--- src/rtl/sfpa_pkg.sv ---
`timescale 1ns / 1ps
// Shared types and constants for the sensor frame parser.
// No dependencies; every other file in rtl imports this package.
package sfpa_pkg;

  localparam int FRAME_LEN    = 17;
  localparam int BUFFER_LIMIT = 20;
  localparam int CNT_W        = $clog2(BUFFER_LIMIT + 1);
  localparam int IDX_W        = $clog2(FRAME_LEN);
  localparam int QUEUE_DEPTH  = 2;
  localparam int QPTR_W       = $clog2(QUEUE_DEPTH);
  localparam int QCNT_W       = $clog2(QUEUE_DEPTH + 1);

  localparam int TEMP_W = 8;
  localparam int RATE_W = 9;
  localparam int CFG_W  = RATE_W;
  localparam int CIDX_W = 3;

  localparam logic [7:0] HDR0 = 8'hA0;
  localparam logic [7:0] HDR1 = 8'h0A;

  // Register indexes of the configuration port.
  localparam logic [CIDX_W-1:0] CFG_TEMP_LOW  = 3'd0;
  localparam logic [CIDX_W-1:0] CFG_TEMP_HIGH = 3'd1;
  localparam logic [CIDX_W-1:0] CFG_TEMP_WARN = 3'd2;
  localparam logic [CIDX_W-1:0] CFG_RATE_LOW  = 3'd3;
  localparam logic [CIDX_W-1:0] CFG_RATE_HIGH = 3'd4;

  localparam logic [TEMP_W-1:0] TEMP_LOW_RST  = 8'd20;
  localparam logic [TEMP_W-1:0] TEMP_HIGH_RST = 8'd40;
  localparam logic [TEMP_W-1:0] TEMP_WARN_RST = 8'd37;
  localparam logic [RATE_W-1:0] RATE_LOW_RST  = 9'd50;
  localparam logic [RATE_W-1:0] RATE_HIGH_RST = 9'd300;

  // Status codes of a result.
  localparam logic [1:0] ST_RESP    = 2'd0;
  localparam logic [1:0] ST_HDR_ERR = 2'd1;
  localparam logic [1:0] ST_OVF_ERR = 2'd2;

  // One unit of work from the parser to the response generator.
  typedef struct packed {
    logic [1:0]  status;
    logic        checksum_ok;
    logic        emergency;
    logic [7:0]  device_id;
    logic [15:0] light_level;
    logic [7:0]  temperature;
    logic [7:0]  heart_rate;
    logic [7:0]  menu_code;
    logic [7:0]  resp4;
    logic [7:0]  resp5;
    logic [7:0]  resp6;
    logic [7:0]  resp7;
  } job_t;

endpackage

--- src/rtl/sfpa_front.sv ---
`timescale 1ns / 1ps
// Byte parser: framing, checksum, held heart rate and alarm classification.
// Depends on sfpa_pkg; pushes one job_t per frame or framing error.
module sfpa_front import sfpa_pkg::*; (
  input  logic              clk,
  input  logic              rst,
  input  logic              cfg_wr_en,
  input  logic [CIDX_W-1:0] cfg_index,
  input  logic [CFG_W-1:0]  cfg_data,
  input  logic              rx_valid,
  input  logic [7:0]        rx_byte,
  input  logic              q_full,
  output logic              push,
  output job_t              push_job
);

  logic [CNT_W-1:0]  cnt;
  logic [CNT_W-1:0]  cnt_inc;
  logic              in_frame;
  logic [7:0]        held_rate;
  logic [7:0]        b0, b3, b4, b5, b6, b7, b8, b14, b15;
  logic [7:0]        sum;
  logic [TEMP_W-1:0] temp_low, temp_high, temp_warn;
  logic [RATE_W-1:0] rate_low, rate_high;

  logic       take;
  logic       frame_done;
  logic       ovf;
  logic       hdr_check;
  logic       hdr_ok;
  logic [7:0] rate_new;
  logic       temp_emerg;
  logic       temp_warn_hit;
  logic       rate_emerg;
  logic       emerg;
  job_t       job;

  assign take    = rx_valid && !q_full;
  assign cnt_inc = cnt + 1'b1;

  assign frame_done = in_frame && (cnt_inc == CNT_W'(FRAME_LEN))
                      && (b15 == HDR1) && (rx_byte == HDR0);
  assign ovf        = in_frame && !frame_done && (cnt_inc >= CNT_W'(BUFFER_LIMIT));
  assign hdr_check  = !in_frame && (cnt_inc == CNT_W'(2));
  assign hdr_ok     = (b0 == HDR0) && (rx_byte == HDR1);

  assign rate_new      = (b7 != 8'd0) ? b7 : held_rate;
  assign temp_emerg    = (b6 > temp_high) || (b6 < temp_low);
  assign temp_warn_hit = !temp_emerg && (b6 > temp_warn);
  assign rate_emerg    = (rate_new != 8'd0) &&
                         (({1'b0, rate_new} < rate_low) || ({1'b0, rate_new} > rate_high));
  assign emerg         = temp_emerg || rate_emerg;

  always_comb begin
    job = '0;
    job.resp6 = 8'hFF;
    if (frame_done) begin
      job.status      = ST_RESP;
      job.checksum_ok = (sum == b14);
      job.emergency   = emerg;
      job.device_id   = b3;
      job.light_level = {b4, b5};
      job.temperature = b6;
      job.heart_rate  = rate_new;
      job.menu_code   = b8;
      if (b8 != 8'd0) begin
        job.resp5 = 8'hFF;
        job.resp6 = 8'h00;
      end
      if (temp_warn_hit) begin
        job.resp4 = 8'hFF;
        job.resp5 = 8'hFF;
        job.resp6 = 8'h00;
      end
      if (emerg) begin
        job.resp4 = 8'hFF;
        job.resp5 = 8'h00;
        job.resp6 = 8'h00;
        job.resp7 = 8'h01;
      end
    end else begin
      job.resp6  = 8'h00;
      job.status = ovf ? ST_OVF_ERR : ST_HDR_ERR;
    end
  end

  assign push     = take && (frame_done || ovf || (hdr_check && !hdr_ok));
  assign push_job = job;

  always_ff @(posedge clk) begin
    if (rst) begin
      temp_low  <= TEMP_LOW_RST;
      temp_high <= TEMP_HIGH_RST;
      temp_warn <= TEMP_WARN_RST;
      rate_low  <= RATE_LOW_RST;
      rate_high <= RATE_HIGH_RST;
    end else if (cfg_wr_en) begin
      unique case (cfg_index)
        CFG_TEMP_LOW:  temp_low  <= cfg_data[TEMP_W-1:0];
        CFG_TEMP_HIGH: temp_high <= cfg_data[TEMP_W-1:0];
        CFG_TEMP_WARN: temp_warn <= cfg_data[TEMP_W-1:0];
        CFG_RATE_LOW:  rate_low  <= cfg_data[RATE_W-1:0];
        CFG_RATE_HIGH: rate_high <= cfg_data[RATE_W-1:0];
        default: ;
      endcase
    end
  end

  always_ff @(posedge clk) begin
    if (rst) begin
      cnt       <= '0;
      in_frame  <= 1'b0;
      held_rate <= '0;
    end else if (take) begin
      if (frame_done) begin
        cnt       <= '0;
        in_frame  <= 1'b0;
        held_rate <= rate_new;
      end else if (ovf) begin
        cnt      <= '0;
        in_frame <= 1'b0;
      end else if (hdr_check) begin
        cnt      <= hdr_ok ? cnt_inc : '0;
        in_frame <= hdr_ok;
      end else begin
        cnt <= cnt_inc;
      end
    end
  end

  // Frame bytes are kept only where the decode needs them.
  always_ff @(posedge clk) begin
    if (take) begin
      if (cnt == CNT_W'(0))  b0  <= rx_byte;
      if (cnt == CNT_W'(3))  b3  <= rx_byte;
      if (cnt == CNT_W'(4))  b4  <= rx_byte;
      if (cnt == CNT_W'(5))  b5  <= rx_byte;
      if (cnt == CNT_W'(6))  b6  <= rx_byte;
      if (cnt == CNT_W'(7))  b7  <= rx_byte;
      if (cnt == CNT_W'(8))  b8  <= rx_byte;
      if (cnt == CNT_W'(14)) b14 <= rx_byte;
      if (cnt == CNT_W'(15)) b15 <= rx_byte;
      if (hdr_check) begin
        sum <= '0;
      end else if (in_frame && cnt >= CNT_W'(2) && cnt <= CNT_W'(13)) begin
        sum <= sum + rx_byte;
      end
    end
  end

  a_frame_count: assert property (@(posedge clk) disable iff (rst)
    in_frame |-> (cnt >= CNT_W'(2)))
    else $error("in_frame set with fewer than two bytes held");

  a_idle_count: assert property (@(posedge clk) disable iff (rst)
    !in_frame |-> (cnt < CNT_W'(2)))
    else $error("byte count grew past the header without a frame");

endmodule

--- src/rtl/sfpa_queue.sv ---
`timescale 1ns / 1ps
// Short job queue between the parser and the response generator.
// Depends on sfpa_pkg for job_t and the queue depth.
module sfpa_queue import sfpa_pkg::*; (
  input  logic clk,
  input  logic rst,
  input  logic push,
  input  job_t push_job,
  input  logic pop,
  output logic full,
  output logic empty,
  output job_t head
);

  job_t              slots [QUEUE_DEPTH];
  logic [QPTR_W-1:0] wr_ptr;
  logic [QPTR_W-1:0] rd_ptr;
  logic [QCNT_W-1:0] count;
  logic              do_push;
  logic              do_pop;

  assign full    = (count == QCNT_W'(QUEUE_DEPTH));
  assign empty   = (count == '0);
  assign head    = slots[rd_ptr];
  assign do_push = push && !full;
  assign do_pop  = pop && !empty;

  always_ff @(posedge clk) begin
    if (do_push) begin
      slots[wr_ptr] <= push_job;
    end
  end

  always_ff @(posedge clk) begin
    if (rst) begin
      wr_ptr <= '0;
      rd_ptr <= '0;
      count  <= '0;
    end else begin
      if (do_push) begin
        wr_ptr <= (wr_ptr == QPTR_W'(QUEUE_DEPTH - 1)) ? '0 : wr_ptr + 1'b1;
      end
      if (do_pop) begin
        rd_ptr <= (rd_ptr == QPTR_W'(QUEUE_DEPTH - 1)) ? '0 : rd_ptr + 1'b1;
      end
      count <= count + QCNT_W'(do_push) - QCNT_W'(do_pop);
    end
  end

  a_no_overrun: assert property (@(posedge clk) disable iff (rst)
    push |-> !full)
    else $error("job pushed into a full queue");

  a_no_underrun: assert property (@(posedge clk) disable iff (rst)
    pop |-> !empty)
    else $error("job popped from an empty queue");

endmodule

--- src/rtl/sfpa_back.sv ---
`timescale 1ns / 1ps
// Response generator: expands each queued job into its results.
// Depends on sfpa_pkg; drives the registered output channel.
module sfpa_back import sfpa_pkg::*; (
  input  logic        clk,
  input  logic        rst,
  input  logic        q_empty,
  input  job_t        head,
  output logic        pop,
  input  logic        out_stall,
  output logic        out_valid,
  output logic [1:0]  status,
  output logic [7:0]  resp_byte,
  output logic        last,
  output logic        checksum_ok,
  output logic        emergency,
  output logic [7:0]  device_id,
  output logic [15:0] light_level,
  output logic [7:0]  temperature,
  output logic [7:0]  heart_rate,
  output logic [7:0]  menu_code
);

  logic [IDX_W-1:0] idx;
  logic             load;
  logic             is_frame;
  logic             frame_end;
  logic [7:0]       byte_sel;

  assign load      = (!out_valid || !out_stall) && !q_empty;
  assign is_frame  = (head.status == ST_RESP);
  assign frame_end = (idx == IDX_W'(FRAME_LEN - 1));
  assign pop       = load && (!is_frame || frame_end);

  always_comb begin
    unique case (idx)
      IDX_W'(0):             byte_sel = HDR0;
      IDX_W'(1):             byte_sel = HDR1;
      IDX_W'(4):             byte_sel = head.resp4;
      IDX_W'(5):             byte_sel = head.resp5;
      IDX_W'(6):             byte_sel = head.resp6;
      IDX_W'(7):             byte_sel = head.resp7;
      IDX_W'(FRAME_LEN - 2): byte_sel = HDR1;
      IDX_W'(FRAME_LEN - 1): byte_sel = HDR0;
      default:               byte_sel = 8'h00;
    endcase
  end

  always_ff @(posedge clk) begin
    if (rst) begin
      out_valid <= 1'b0;
      idx       <= '0;
    end else begin
      if (load) begin
        out_valid <= 1'b1;
      end else if (!out_stall) begin
        out_valid <= 1'b0;
      end
      if (pop) begin
        idx <= '0;
      end else if (load) begin
        idx <= idx + 1'b1;
      end
    end
  end

  always_ff @(posedge clk) begin
    if (load) begin
      status      <= head.status;
      resp_byte   <= is_frame ? byte_sel : 8'h00;
      last        <= !is_frame || frame_end;
      checksum_ok <= head.checksum_ok;
      emergency   <= head.emergency;
      device_id   <= head.device_id;
      light_level <= head.light_level;
      temperature <= head.temperature;
      heart_rate  <= head.heart_rate;
      menu_code   <= head.menu_code;
    end
  end

  a_status_last: assert property (@(posedge clk) disable iff (rst)
    (out_valid && status != ST_RESP) |-> last)
    else $error("status result without last");

  a_idx_range: assert property (@(posedge clk) disable iff (rst)
    idx <= IDX_W'(FRAME_LEN - 1))
    else $error("response byte index out of range");

endmodule

--- src/rtl/sensor_frame_parser_alarm.sv ---
`timescale 1ns / 1ps
// The job for a frame or framing error enters the queue at the edge that accepts
//   the byte causing it; its first result is then loaded into the output registers.
// Throughput: one received byte per cycle; rx_stall rises only while the 2-entry job
//   queue is full; the generator drains it at one result per cycle when out_stall is low.
// Reset (rst, synchronous, active high) clears framing state, held heart rate, the job
//   queue and out_valid, and returns the five limit registers to their defaults.
//
// Structure. The front parser takes one rx_byte per transaction, tracks the header,
// counts bytes, keeps a running byte sum of bytes 2..13 and the few frame bytes that
// the decode needs. On the byte that completes a frame it updates the held heart
// rate, classifies the temperature and heart-rate alarms against the limit registers
// and pushes one job describing the whole response. A bad header or a frame that runs
// to the buffer limit pushes a status job instead.
//
// The back generator turns the job at the head of the queue into results: seventeen
// response bytes for a frame, one status result for a framing error. Its output
// register lets the next transaction be loaded whenever the current one is taken.
//
// Configuration writes go straight to the limit registers; they are only expected
// while no transaction is in flight.
module sensor_frame_parser_alarm import sfpa_pkg::*; (
  input  logic              clk,
  input  logic              rst,
  input  logic              cfg_wr_en,
  input  logic [CIDX_W-1:0] cfg_index,
  input  logic [CFG_W-1:0]  cfg_data,
  input  logic              rx_valid,
  output logic              rx_stall,
  input  logic [7:0]        rx_byte,
  output logic              out_valid,
  input  logic              out_stall,
  output logic [1:0]        status,
  output logic [7:0]        resp_byte,
  output logic              last,
  output logic              checksum_ok,
  output logic              emergency,
  output logic [7:0]        device_id,
  output logic [15:0]       light_level,
  output logic [7:0]        temperature,
  output logic [7:0]        heart_rate,
  output logic [7:0]        menu_code
);

  // Job handoff between the parser and the response generator.
  logic push;
  job_t push_job;
  logic pop;
  logic q_full;
  logic q_empty;
  job_t head;

  // The parser stalls only when it has nowhere to put a job.
  assign rx_stall = q_full;

  sfpa_front u_front (
    .clk       (clk),
    .rst       (rst),
    .cfg_wr_en (cfg_wr_en),
    .cfg_index (cfg_index),
    .cfg_data  (cfg_data),
    .rx_valid  (rx_valid),
    .rx_byte   (rx_byte),
    .q_full    (q_full),
    .push      (push),
    .push_job  (push_job)
  );

  sfpa_queue u_queue (
    .clk      (clk),
    .rst      (rst),
    .push     (push),
    .push_job (push_job),
    .pop      (pop),
    .full     (q_full),
    .empty    (q_empty),
    .head     (head)
  );

  sfpa_back u_back (
    .clk         (clk),
    .rst         (rst),
    .q_empty     (q_empty),
    .head        (head),
    .pop         (pop),
    .out_stall   (out_stall),
    .out_valid   (out_valid),
    .status      (status),
    .resp_byte   (resp_byte),
    .last        (last),
    .checksum_ok (checksum_ok),
    .emergency   (emergency),
    .device_id   (device_id),
    .light_level (light_level),
    .temperature (temperature),
    .heart_rate  (heart_rate),
    .menu_code   (menu_code)
  );

endmodule
--- config.mk ---
export PLATFORM = sky130hd
export DESIGN_NAME = sensor_frame_parser_alarm
export DESIGN_NICKNAME = d
export VERILOG_FILES = /design/src/rtl/sfpa_pkg.sv /design/src/rtl/sfpa_front.sv /design/src/rtl/sfpa_queue.sv /design/src/rtl/sfpa_back.sv /design/src/rtl/sensor_frame_parser_alarm.sv
export SDC_FILE = /design/constraint.sdc
export NUM_CORES = 1
export LEC_CHECK = 0
export BUFFER_PORTS_ARGS = -buffer_cell sky130_fd_sc_hd__buf_2
export CORE_MARGIN = 4
export CORE_UTILIZATION = 65
export CTS_CLUSTER_SIZE = 10
export DETAILED_ROUTE_END_ITERATION = 7
export PLACE_DENSITY = 0.85
export SYNTH_ARGS = -nofsm -noshare
export SYNTH_HDL_FRONTEND = slang
export SYNTH_SLANG_ARGS = --single-unit
--- constraint.sdc ---
create_clock -name clk -period 8.4 [get_ports clk]
set_input_delay 1.68 -clock clk [delete_from_list [all_inputs] [get_ports clk]]
set_output_delay 1.68 -clock clk [all_outputs]
set_load 0.02 [all_outputs]
==> flow_metrics.tcl, run 1 <==
set metrics [dict create \
    status "finished, final reports clean" \
    ir_drop_mv 0.294 \
    finClkSkew_ns 0.0122 \
    wl_per_cell_um 20.2 \
    cts-buffers-inserted 37 \
    utilization 0.754 \
    fmax_mhz 228 \
    die_area_um2 22200 \
    cts_tree "built" \
    core_area_um2 19500 \
    clk_pin_slew_ns 0.05 \
    drive_gt1_frac 0.186 \
    async_flop_share 0 \
    power.density_nw_per_um2 281 \
    n_antenna_cell 0 \
    critPathMaxFanout 55 \
    portBuffers 87 \
    grt_pass1_wl_mm 42.3 \
    grt_pass1_vias 7813 \
    layout_commonest_cell "edfxtp_1" \
    yosys_warnings 0 \
    rsz0062_at_grt "no" \
    cp.required_ns 8.54 \
    criticalPathCategory "in2reg" \
    cts_root_buf "clkbuf_16" \
    antenna_found_initial 0 \
    initial_utilization 0.662 \
    synth_nets 1022 \
    ant_nets 0 \
    fin_setup_tns_ns 0 \
    fin_cells 1326 \
    via_per_inst 5.85 \
    avgSynthCellArea_um2 13.8 \
    synth-seq-cells 314 \
    report.final.hold_viol_count 0 \
    final_area_um2 14700 \
    die_h_um 149 \
    cts.sinks 314 \
    period_minus_slack_ns 4.40 \
    synthesis.area_um2 12900 \
    cap_violations 0 \
    clock_latency_ns 0.51 \
    r2r_setup_slack_ns 4.22 \
    die_x_um 149 \
    grt_busiest_layer "met2" \
    synth_ff_type "edfxtp_1" \
    num_vias 7759 \
    drc_errors 0 \
    met3_usage 0.0368 \
    clockBufferDepth 3 \
    io_pins 88 \
    hpwl_mm 16.7 \
    row_count 51 \
    maxSlewViolCount 0 \
    dpl_cell_area_um2 13600 \
    grt_overflow 0 \
    slew_headroom 0.354 \
    fin_crit_sh 0.523 \
    finalWeightedCongestion 0.817 \
    drt-total-wl_mm 26.7 \
    tightest_slew_ns 0.969 \
    fill_cells 1211 \
    drtPass1Iterations 5 \
    drt_iter0_drc 750 \
    htree_levels 2 \
    cts_setup_buffers 0 \
    min_path_type "reg2reg" \
    cts_resized 0 \
    critPathArrivalTime_ns 4.53 \
    syn_to_final_growth_pct 13.8 \
    fin_nets 1124 \
    synth_cells 939 \
    grt_max_degree 65 \
    synth_cell_types 55 \
    startpoint_type "input port" \
    final_cell_mix "edfxtp_1 (247), buf_2 (87), nand2_1 (85)" \
    synth-edff-count 247 \
    met2_usage 0.414 \
    p_leak_nw 5.58 \
    dp.cells 1267 \
    seq_area_frac_synth 0.677 \
    setup_violations 0 \
    grtUsageTotal 0.247 \
    end_kind "flop" \
    cts_hold_buffers 0 \
    use_met1 0.336 \
]
[report_power, final]
group | internal (mW) | switching (mW) | leakage (nW)
Combinational | 0.247 | 0.470 | 2.11
Sequential | 1.91 | 0.0653 | 2.94
Clock | 0.878 | 0.564 | 0.521
[Yosys cell counts, types with 2 or more instances]
cell | number | share of area
and3_1 | 8 | 0.0039
and3b_1 | 3 | 0.0020
xnor2_1 | 14 | 0.0095
buf_1 | 2 | 0.00058
buf_2 | 4 | 0.0015
nand2b_1 | 4 | 0.0019
nand3_1 | 8 | 0.0031
mux2i_1 | 7 | 0.0054
nand3b_1 | 12 | 0.0070
dfxtp_1 | 67 | 0.10
a22o_1 | 7 | 0.0047
o21a_1 | 7 | 0.0041
inv_1 | 57 | 0.017
nor3_2 | 2 | 0.0015
nor3_1 | 12 | 0.0046
a211oi_1 | 4 | 0.0023
a21oi_1 | 46 | 0.018
nand4_1 | 11 | 0.0053
o22ai_1 | 2 | 0.00097
buf_4 | 4 | 0.0023
o21ai_0 | 11 | 0.0043
nor2_1 | 53 | 0.015
nand2_1 | 85 | 0.025
a211o_1 | 7 | 0.0047
clkbuf_1 | 21 | 0.0061
nor4b_1 | 5 | 0.0034
mux2_2 | 52 | 0.045
or4_1 | 3 | 0.0017
a21o_1 | 9 | 0.0052
nor4_1 | 11 | 0.0053
a41oi_1 | 2 | 0.0014
nor2b_1 | 11 | 0.0053
nor3b_1 | 2 | 0.0012
edfxtp_1 | 247 | 0.57
o31a_1 | 2 | 0.0014
and2_1 | 52 | 0.025
o211ai_1 | 3 | 0.0017
xor2_1 | 8 | 0.0054
nor4bb_1 | 2 | 0.0015
ha_1 | 57 | 0.055
[per-layer routing]
layer | up-vias | share of wire
met1 | 3788 | 0.42
li1 | 3607 | -
met5 | - | 0
met2 | 307 | 0.50
met3 | 57 | 0.058
met4 | 0 | 0.028
[kinds of logic (layout without fill, tap and decap cells)]
group | Yosys count | after routing | synth area share
AO/OA/AOI/OAI | 108 | 108 | 0.0549
adder cells (fa/ha/maj) | 58 | 58 | 0.0567
multiplexers | 59 | 59 | 0.0507
AND/OR/NAND/NOR | 290 | 290 | 0.118
flip-flops | 314 | 314 | 0.677
XOR/XNOR | 22 | 22 | 0.0149
buffers and inverters | 88 | 210 | 0.0271
[metrics by stage]
| step | total power [mW] | hold WS (ns) | setup slack, ns |
|---|---|---|---|
| detailed placement | 2.72 | 0.448 | 3.72 |
| global route | 4.30 | 0.483 | 3.80 |
| floorplan | 2.51 | 0.436 | 2.16 |
| finish | 4.13 | 0.457 | 4.00 |
| global placement | 2.69 | 0.444 | 3.99 |
| CTS | 4.16 | 0.456 | 4.05 |
[final timing paths]
check                                                      start                                to  depth (start not counted)
worst max register to register       u_front.cnt[0]$_SDFFE_PP0P_    u_queue.slots[0][76]$_DFFE_PP_                         10
worst min register to register  u_front.rate_low[6]$_SDFFE_PP0P_  u_front.rate_low[6]$_SDFFE_PP0P_                          2
worst max-delay path                                  rx_byte[2]    u_queue.slots[0][76]$_DFFE_PP_                          8
worst min-delay path            u_front.rate_low[6]$_SDFFE_PP0P_  u_front.rate_low[6]$_SDFFE_PP0P_                          2
[cell type report]
cell class / instances / area, µm² / share of cell area
timing repair buffer: 94 / 488 / 0.0332
sequential: 314 / 8760 / 0.595
clock buffer: 57 / 1040 / 0.0709
tap: 265 / 332 / 0.0225
multi-input combinational: 537 / 3840 / 0.261
clock inverter: 2 / 38.8 / 0.00264
inverter: 57 / 214 / 0.0145
[registers in the layout, summed over array words and instances (netlist names), 9 cells and up, named ones only]
signal and flops:
u_front.rate_high 9, u_back.light_level 16, u_front.rate_low 9, u_queue.slots 110
[critical path, stage by stage]
cell	delay [ns]
buf_2	0.18
nor4_1	0.51
nand2_1	0.22
nor4_4	0.21
buf_4	0.47
o31a_1	0.36
nor2b_4	0.20
buf_4	0.60
No activity file was read; power rests on OpenSTA's default activity.
==> inputs of run 2 (changes only) <==
--- a/config.mk
+++ b/config.mk
@@ -7,10 +7,10 @@
 export LEC_CHECK = 0
 export BUFFER_PORTS_ARGS = -buffer_cell sky130_fd_sc_hd__buf_2
 export CORE_MARGIN = 4
-export CORE_UTILIZATION = 65
+export CORE_UTILIZATION = 54
 export CTS_CLUSTER_SIZE = 10
 export DETAILED_ROUTE_END_ITERATION = 7
-export PLACE_DENSITY = 0.85
+export PLACE_DENSITY = 0.75
 export SYNTH_ARGS = -nofsm -noshare
 export SYNTH_HDL_FRONTEND = slang
 export SYNTH_SLANG_ARGS = --single-unit
==> constraint.sdc (replaced) <==
create_clock -name clk -period 3.8 [get_ports clk]
set_input_delay 0.76 -clock clk [delete_from_list [all_inputs] [get_ports clk]]
set_output_delay 0.76 -clock clk [all_outputs]
set_load 0.02 [all_outputs]
==> run 2 against run 1 <==
Power grew 120%. Clock power grew 120%. Global-route usage shrank 5.4 points. First-iteration DRC count shrank 9.9%. Cell count grew 4.3%. Core utilization shrank 12 points.
==> flow_metrics.tcl, run 2 (same netlist as run 1, synthesis figures left out) <==
set metrics [dict create \
    status "finished, final reports clean" \
    report.final.hold_viol_count 0 \
    die_h_um 163 \
    cts_resized 0 \
    min_path_type "reg2reg" \
    n_antenna_cell 0 \
    final_cell_mix "edfxtp_1 (247), buf_2 (87), nand2_1 (85)" \
    hpwl_mm 16.6 \
    critical-path-top-delay-family "simple AND/OR/NAND/NOR gates" \
    grt_overflow 0 \
    multi_input_area_um2 3840 \
    crit_chain "nor4_1 > nand2_1 > nor3_2 > a21o_1 > ha_1 > a211oi_1 > nor2_1 > nor4_1 > nor3_1 > o21a_1 > nor4b_1" \
    p_leak_nw 5.59 \
    slowest_delay_ns 0.40 \
    layout_commonest_cell "edfxtp_1" \
    ir_drop_mv 0.330 \
    grt_max_degree 64 \
    via_per_inst 5.45 \
    crit_slowest_cell "edfxtp_1" \
    fin_crit_sh 0.860 \
    finalWeightedCongestion 0.834 \
    grtUsageTotal 0.193 \
    period_minus_slack_ns 3.27 \
    row_count 56 \
    htree_levels 2 \
    num_vias 7537 \
    regToRegEndpoint "u_queue.slots[0][15]$_DFFE_PP_" \
    hold_start "u_front.temp_high[4]$_SDFFE_PP0P_" \
    drtPass1Iterations 5 \
    slew_headroom 0.404 \
    hold_end "u_front.temp_high[4]$_SDFFE_PP0P_" \
    holdWs_ns 0.455 \
    fin_setup_tns_ns 0 \
    power.density_nw_per_um2 611 \
    die_x_um 163 \
    die_area_um2 26500 \
    cts-buffers-inserted 37 \
    fin_nets 1128 \
    clock_latency_ns 0.52 \
    criticalPathCategory "reg2reg" \
    met1_length_mm 11.2 \
    setup_violations 0 \
    fmax_mhz 306 \
    startpoint_type "flop" \
    wl_per_cell_um 18.4 \
    cts.sinks 314 \
    clk_pin_slew_ns 0.05 \
    top_register "u_queue.slots" \
    reg2reg_depth 11 \
    cts_root_buf "clkbuf_16" \
    core_area_um2 23500 \
    wl_met2_mm 12.4 \
    hold_depth 2 \
    antenna_found_initial 0 \
    critPathBufInv 0 \
    drc_errors 0 \
    initial_utilization 0.549 \
    r2r_setup_slack_ns 0.53 \
    drt_iter0_drc 676 \
    r2r-start "u_front.b7[6]$_DFFE_PP_" \
    seq_area_um2 8760 \
    grt_pass1_wl_mm 39.9 \
    dr_wl_met3_mm 1.39 \
    cap_violations 0 \
    end_kind "flop" \
    tightest_slew_ns 0.890 \
    cts_tree "built" \
    rsz0062_at_grt "no" \
    grt_pass1_vias 7348 \
    setup_slack_ns 0.534 \
    cp_common_cell "nor4_1" \
    portBuffers 87 \
    cts_setup_buffers 0 \
    maxSlewViolCount 0 \
    fill_cells 1750 \
    io_pins 88 \
    clockBufferDepth 3 \
    place_ws_ns 0.607 \
    finClkSkew_ns 0.00816 \
    ant_nets 0 \
    drive_gt1_frac 0.189 \
    largest_reg_flops 110 \
    syn_to_final_growth_pct 14.6 \
    drt-total-wl_mm 25.5 \
    cts_hold_buffers 0 \
    critPathMaxFanout 8 \
    cp.required_ns 4.08 \
    critPathArrivalTime_ns 3.55 \
    top_regs "u_queue.slots (110), u_back.light_level (16)" \
    utilization 0.630 \
    highest_layer "met4" \
]
run 2: cell count changes in the layout (fill, tap and decap cells not counted), sizes merged:
cell,previous run,this run
clkinv,0,2
bufinv,1,0
clkbuf,57,54
clkinvlp,0,1
buf,94,98
run 2: worst max path at each step:
stage / from / end / slack (ns) / depth (start not counted)
3_3_place_gp: u_front.cnt[0]$_SDFFE_PP0P_ / u_front.held_rate[7]$_SDFFE_PP0P_ / 0.70 / 10
6_report: u_front.b7[6]$_DFFE_PP_ / u_queue.slots[0][15]$_DFFE_PP_ / 0.53 / 11
3_5_place_dp: u_front.cnt[0]$_SDFFE_PP0P_ / u_front.held_rate[5]$_SDFFE_PP0P_ / 0.61 / 10
5_1_grt: u_front.b7[6]$_DFFE_PP_ / u_queue.slots[1][15]$_DFFE_PP_ / 0.22 / 11
2_1_floorplan: out_stall / u_queue.count[1]$_SDFF_PP0_ / -0.01 / 9
4_1_cts: u_front.cnt[0]$_SDFFE_PP0P_ / u_front.held_rate[5]$_SDFFE_PP0P_ / 0.58 / 10
run 2: final cells by class:
type,count,area share
timing repair buffer,98,0.0366
tap,319,0.0269
clock inverter,4,0.00498
clock buffer,54,0.0668
sequential,314,0.591
inverter,57,0.0144
multi-input combinational,537,0.259
run 2: power breakdown:
part | internal [mW] | switching [mW]
logic | 0.556 | 1.02
clock network | 1.81 | 1.29
registers | 4.22 | 0.146
run 2: layer usage:
layer / vias to the layer above / global-route usage
li1: 3618 / -
met1: 3673 / 0.270
met2: 212 / 0.319
met3: 34 / 0.0326
met4: 0 / 0.0477
met5: - / 0
run 2: stage by stage:
stage               instances  total power, mW  cell area [µm²]
floorplan                 939             5.52            12900
global placement         1325             6.01            13800
detailed placement       1325             6.04            13800
CTS                      1383             9.14            14800
global route             1383             9.45            14800
finish                   1383             9.05            14800
run 2: worst register-to-register path, stage by stage, from the launching register on:
cell,delay [ns]
edfxtp_1,0.40
nor4_1,0.37
nand2_1,0.13
nor3_2,0.40
a21o_1,0.24
ha_1,0.25
a211oi_1,0.22
nor2_1,0.08
nor4_1,0.17
nor3_1,0.09
o21a_1,0.26
nor4b_1,0.40
==> inputs of run 3 (changes only) <==
--- a/config.mk
+++ b/config.mk
@@ -5,12 +5,13 @@
 export SDC_FILE = /design/constraint.sdc
 export NUM_CORES = 1
 export LEC_CHECK = 0
+export ABC_AREA = 1
 export BUFFER_PORTS_ARGS = -buffer_cell sky130_fd_sc_hd__buf_2
 export CORE_MARGIN = 4
-export CORE_UTILIZATION = 54
+export CORE_UTILIZATION = 55
 export CTS_CLUSTER_SIZE = 10
 export DETAILED_ROUTE_END_ITERATION = 7
-export PLACE_DENSITY = 0.75
+export PLACE_DENSITY = 0.77
 export SYNTH_ARGS = -nofsm -noshare
 export SYNTH_HDL_FRONTEND = slang
 export SYNTH_SLANG_ARGS = --single-unit
==> run 3 against run 2 <==
First-iteration DRC count up 26%. Routed wire length up 9.6%. Maximum frequency up 17%. Core utilization up 1.7 points. Critical path type unchanged. Highest routed layer unchanged.
==> flow_metrics.tcl, run 3 <==
set metrics [dict create \
    status "finished, final reports clean" \
    critPathMaxFanout 29 \
    tightest_slew_ns 0.885 \
    net-switching-power_mw 2.73 \
    fill_cells 1782 \
    seq_area_frac_synth 0.654 \
    final_cell_mix "nand2_1 (285), edfxtp_1 (247), inv_1 (176)" \
    clk_pin_slew_ns 0.05 \
    synth_top_area_cell "edfxtp_1" \
    via_per_inst 5.24 \
    fin_crit_sh 0.737 \
    fin_nets 1443 \
    rsz0062_at_grt "no" \
    core_area_um2 23700 \
    synth_cells 1245 \
    htree_levels 2 \
    startpoint_type "flop" \
    cts-buffers-inserted 37 \
    io_pins 88 \
    cap_violations 0 \
    swShare 0.292 \
    critPathArrivalTime_ns 3.02 \
    combPwrFrac 0.190 \
    min_path_type "reg2reg" \
    antenna_found_initial 0 \
    p_seq_frac 0.476 \
    portBuffers 87 \
    async_flop_share 0 \
    synth_nets 1328 \
    synth_cell_types 41 \
    clock_latency_ns 0.52 \
    clockBufferDepth 3 \
    power.density_nw_per_um2 611 \
    p_clk_frac 0.333 \
    slew_headroom 0.410 \
    seq_area_um2 8760 \
    criticalPathCategory "reg2reg" \
    row_count 56 \
    synth-seq-cells 314 \
    maxSlewViolCount 0 \
    largest_reg_flops 110 \
    setup_violations 0 \
    synth-edff-count 247 \
    cts_root_buf "clkbuf_16" \
    num_vias 8897 \
    cp.required_ns 4.01 \
    cts.sinks 314 \
    netlist.area_leader.share 0.554 \
    grt_pass1_wl_mm 44.4 \
    report.final.hold_viol_count 0 \
    synth_common_cells "nand2_1 (285), edfxtp_1 (247), inv_1 (178)" \
    die_h_um 164 \
    top_regs "u_queue.slots (110), u_back.light_level (16)" \
    ir_drop_mv 0.385 \
    cts_tree "built" \
    fin_setup_tns_ns 0 \
    multi_input_area_um2 3770 \
    drc_errors 0 \
    grtUsageTotal 0.211 \
    drt-total-wl_mm 27.9 \
    grt_max_degree 61 \
    die_x_um 164 \
    yosysMostFrequentCell "nand2_1" \
    p_int_mw 6.63 \
    cts_setup_buffers 0 \
    r2r_setup_slack_ns 1.0 \
    finalWeightedCongestion 0.894 \
    top_register "u_queue.slots" \
    synth_top_cells_by_area "edfxtp_1 (55%), dfxtp_1 (10%), nand2_1 (8.0%)" \
    initial_utilization 0.565 \
    period_minus_slack_ns 2.80 \
    layout_commonest_cell "nand2_1" \
    ant_nets 0 \
    p_leak_nw 6.25 \
    yosys_warnings 0 \
    fmax_mhz 357 \
    fin_cells 1699 \
    syn_to_final_growth_pct 14.3 \
    avgSynthCellArea_um2 10.8 \
    drive_gt1_frac 0.136 \
    synth_ff_type "edfxtp_1" \
    drtPass1Iterations 5 \
    finClkSkew_ns 0.0122 \
    drt_iter0_drc 853 \
    grt_pass1_vias 8787 \
    cts_hold_buffers 0 \
    synthesis.area_um2 13400 \
    grt_overflow 0 \
    n_antenna_cell 0 \
    end_kind "flop" \
    die_area_um2 26900 \
    cts_resized 0 \
    hpwl_mm 18.4 \
    wl_per_cell_um 16.4 \
    dp.cells 1640 \
]
[run 3: cell types whose count changed after synthesis, moves of 11 or more]
cell	previous run	this run
nor2b_1	11	0
o21ai_0	11	48
and2_1	52	0
nor2_4	0	12
xnor2_1	14	3
inv_1	57	178
a21oi_1	46	69
nor2_1	53	118
nand3_1	8	27
mux2_2	52	0
nand2_1	85	285
[run 3: metal layers]
metal	vias to the layer above	share of wire	GRT usage
li1	4355	-	-
met1	4167	0.43	0.284
met2	306	0.48	0.353
met3	69	0.060	0.0311
met4	0	0.033	0.0747
met5	-	0	0
[run 3: worst max-delay path, stage by stage (launching register included)]
cell,delay (ns)
dfxtp_1,0.41
ha_1,0.21
inv_1,0.08
nor3_1,0.14
ha_1,0.29
nor2_2,0.17
nand3_1,0.09
nor2_1,0.11
nand2_1,0.08
nand3_1,0.12
nand3_1,0.12
inv_2,0.39
buf_12,0.27
[run 3: metrics by stage]
stage | hold slack, ns | area (µm²) | setup WS, ns | utilization | total power, mW
after floorplan | 0.427 | 13400 | 0.310 | - | 5.71
after global placement | 0.436 | 14300 | 1.05 | 0.602 | 6.25
after detailed placement | 0.446 | 14300 | 0.999 | 0.602 | 6.31
after CTS | 0.461 | 15300 | 0.988 | 0.646 | 9.44
after global routing | 0.479 | 15300 | 0.675 | 0.646 | 9.80
final | 0.459 | 15300 | 0.998 | 0.646 | 9.36
[run 3: path summary, 6_finish.rpt]
check	start	end	cells after the start
worst min-delay path	u_back.idx[4]$_SDFFE_PP0P_	u_back.idx[4]$_SDFFE_PP0P_	2
worst min register to register	u_back.idx[4]$_SDFFE_PP0P_	u_back.idx[4]$_SDFFE_PP0P_	2
worst max register to register	u_front.cnt[1]$_SDFFE_PP0P_	u_queue.slots[1][50]$_DFFE_PP_	12
worst max-delay path	u_front.cnt[1]$_SDFFE_PP0P_	u_queue.slots[1][50]$_DFFE_PP_	12
[run 3: cell type report]
type	count	share of cell area
clock buffer	56	0.0665
sequential	314	0.572
multi-input combinational	715	0.247
tap	319	0.0261
timing repair buffer	107	0.0407
clock inverter	3	0.00245
inverter	185	0.0454
[run 3: logic make-up after synthesis]
group / count (synthesis) / synth area share
AOI/OAI and AO/OA: 149 / 0.0606
xor gates and xnor gates: 10 / 0.00710
adders and majority gates: 58 / 0.0548
buffers and inverters: 216 / 0.0644
DFF: 314 / 0.654
and+or+nand+nor: 498 / 0.159
[run 3: power groups by stage]
stage	Clock, mW	Sequential [mW]	Combinational (mW)
3_5_place_dp	0	4.52	1.79
6_report	3.12	4.46	1.78
4_1_cts	3.17	4.46	1.80
3_3_place_gp	0	4.51	1.74
5_1_grt	3.32	4.50	1.98
2_1_floorplan	0	4.87	0.841
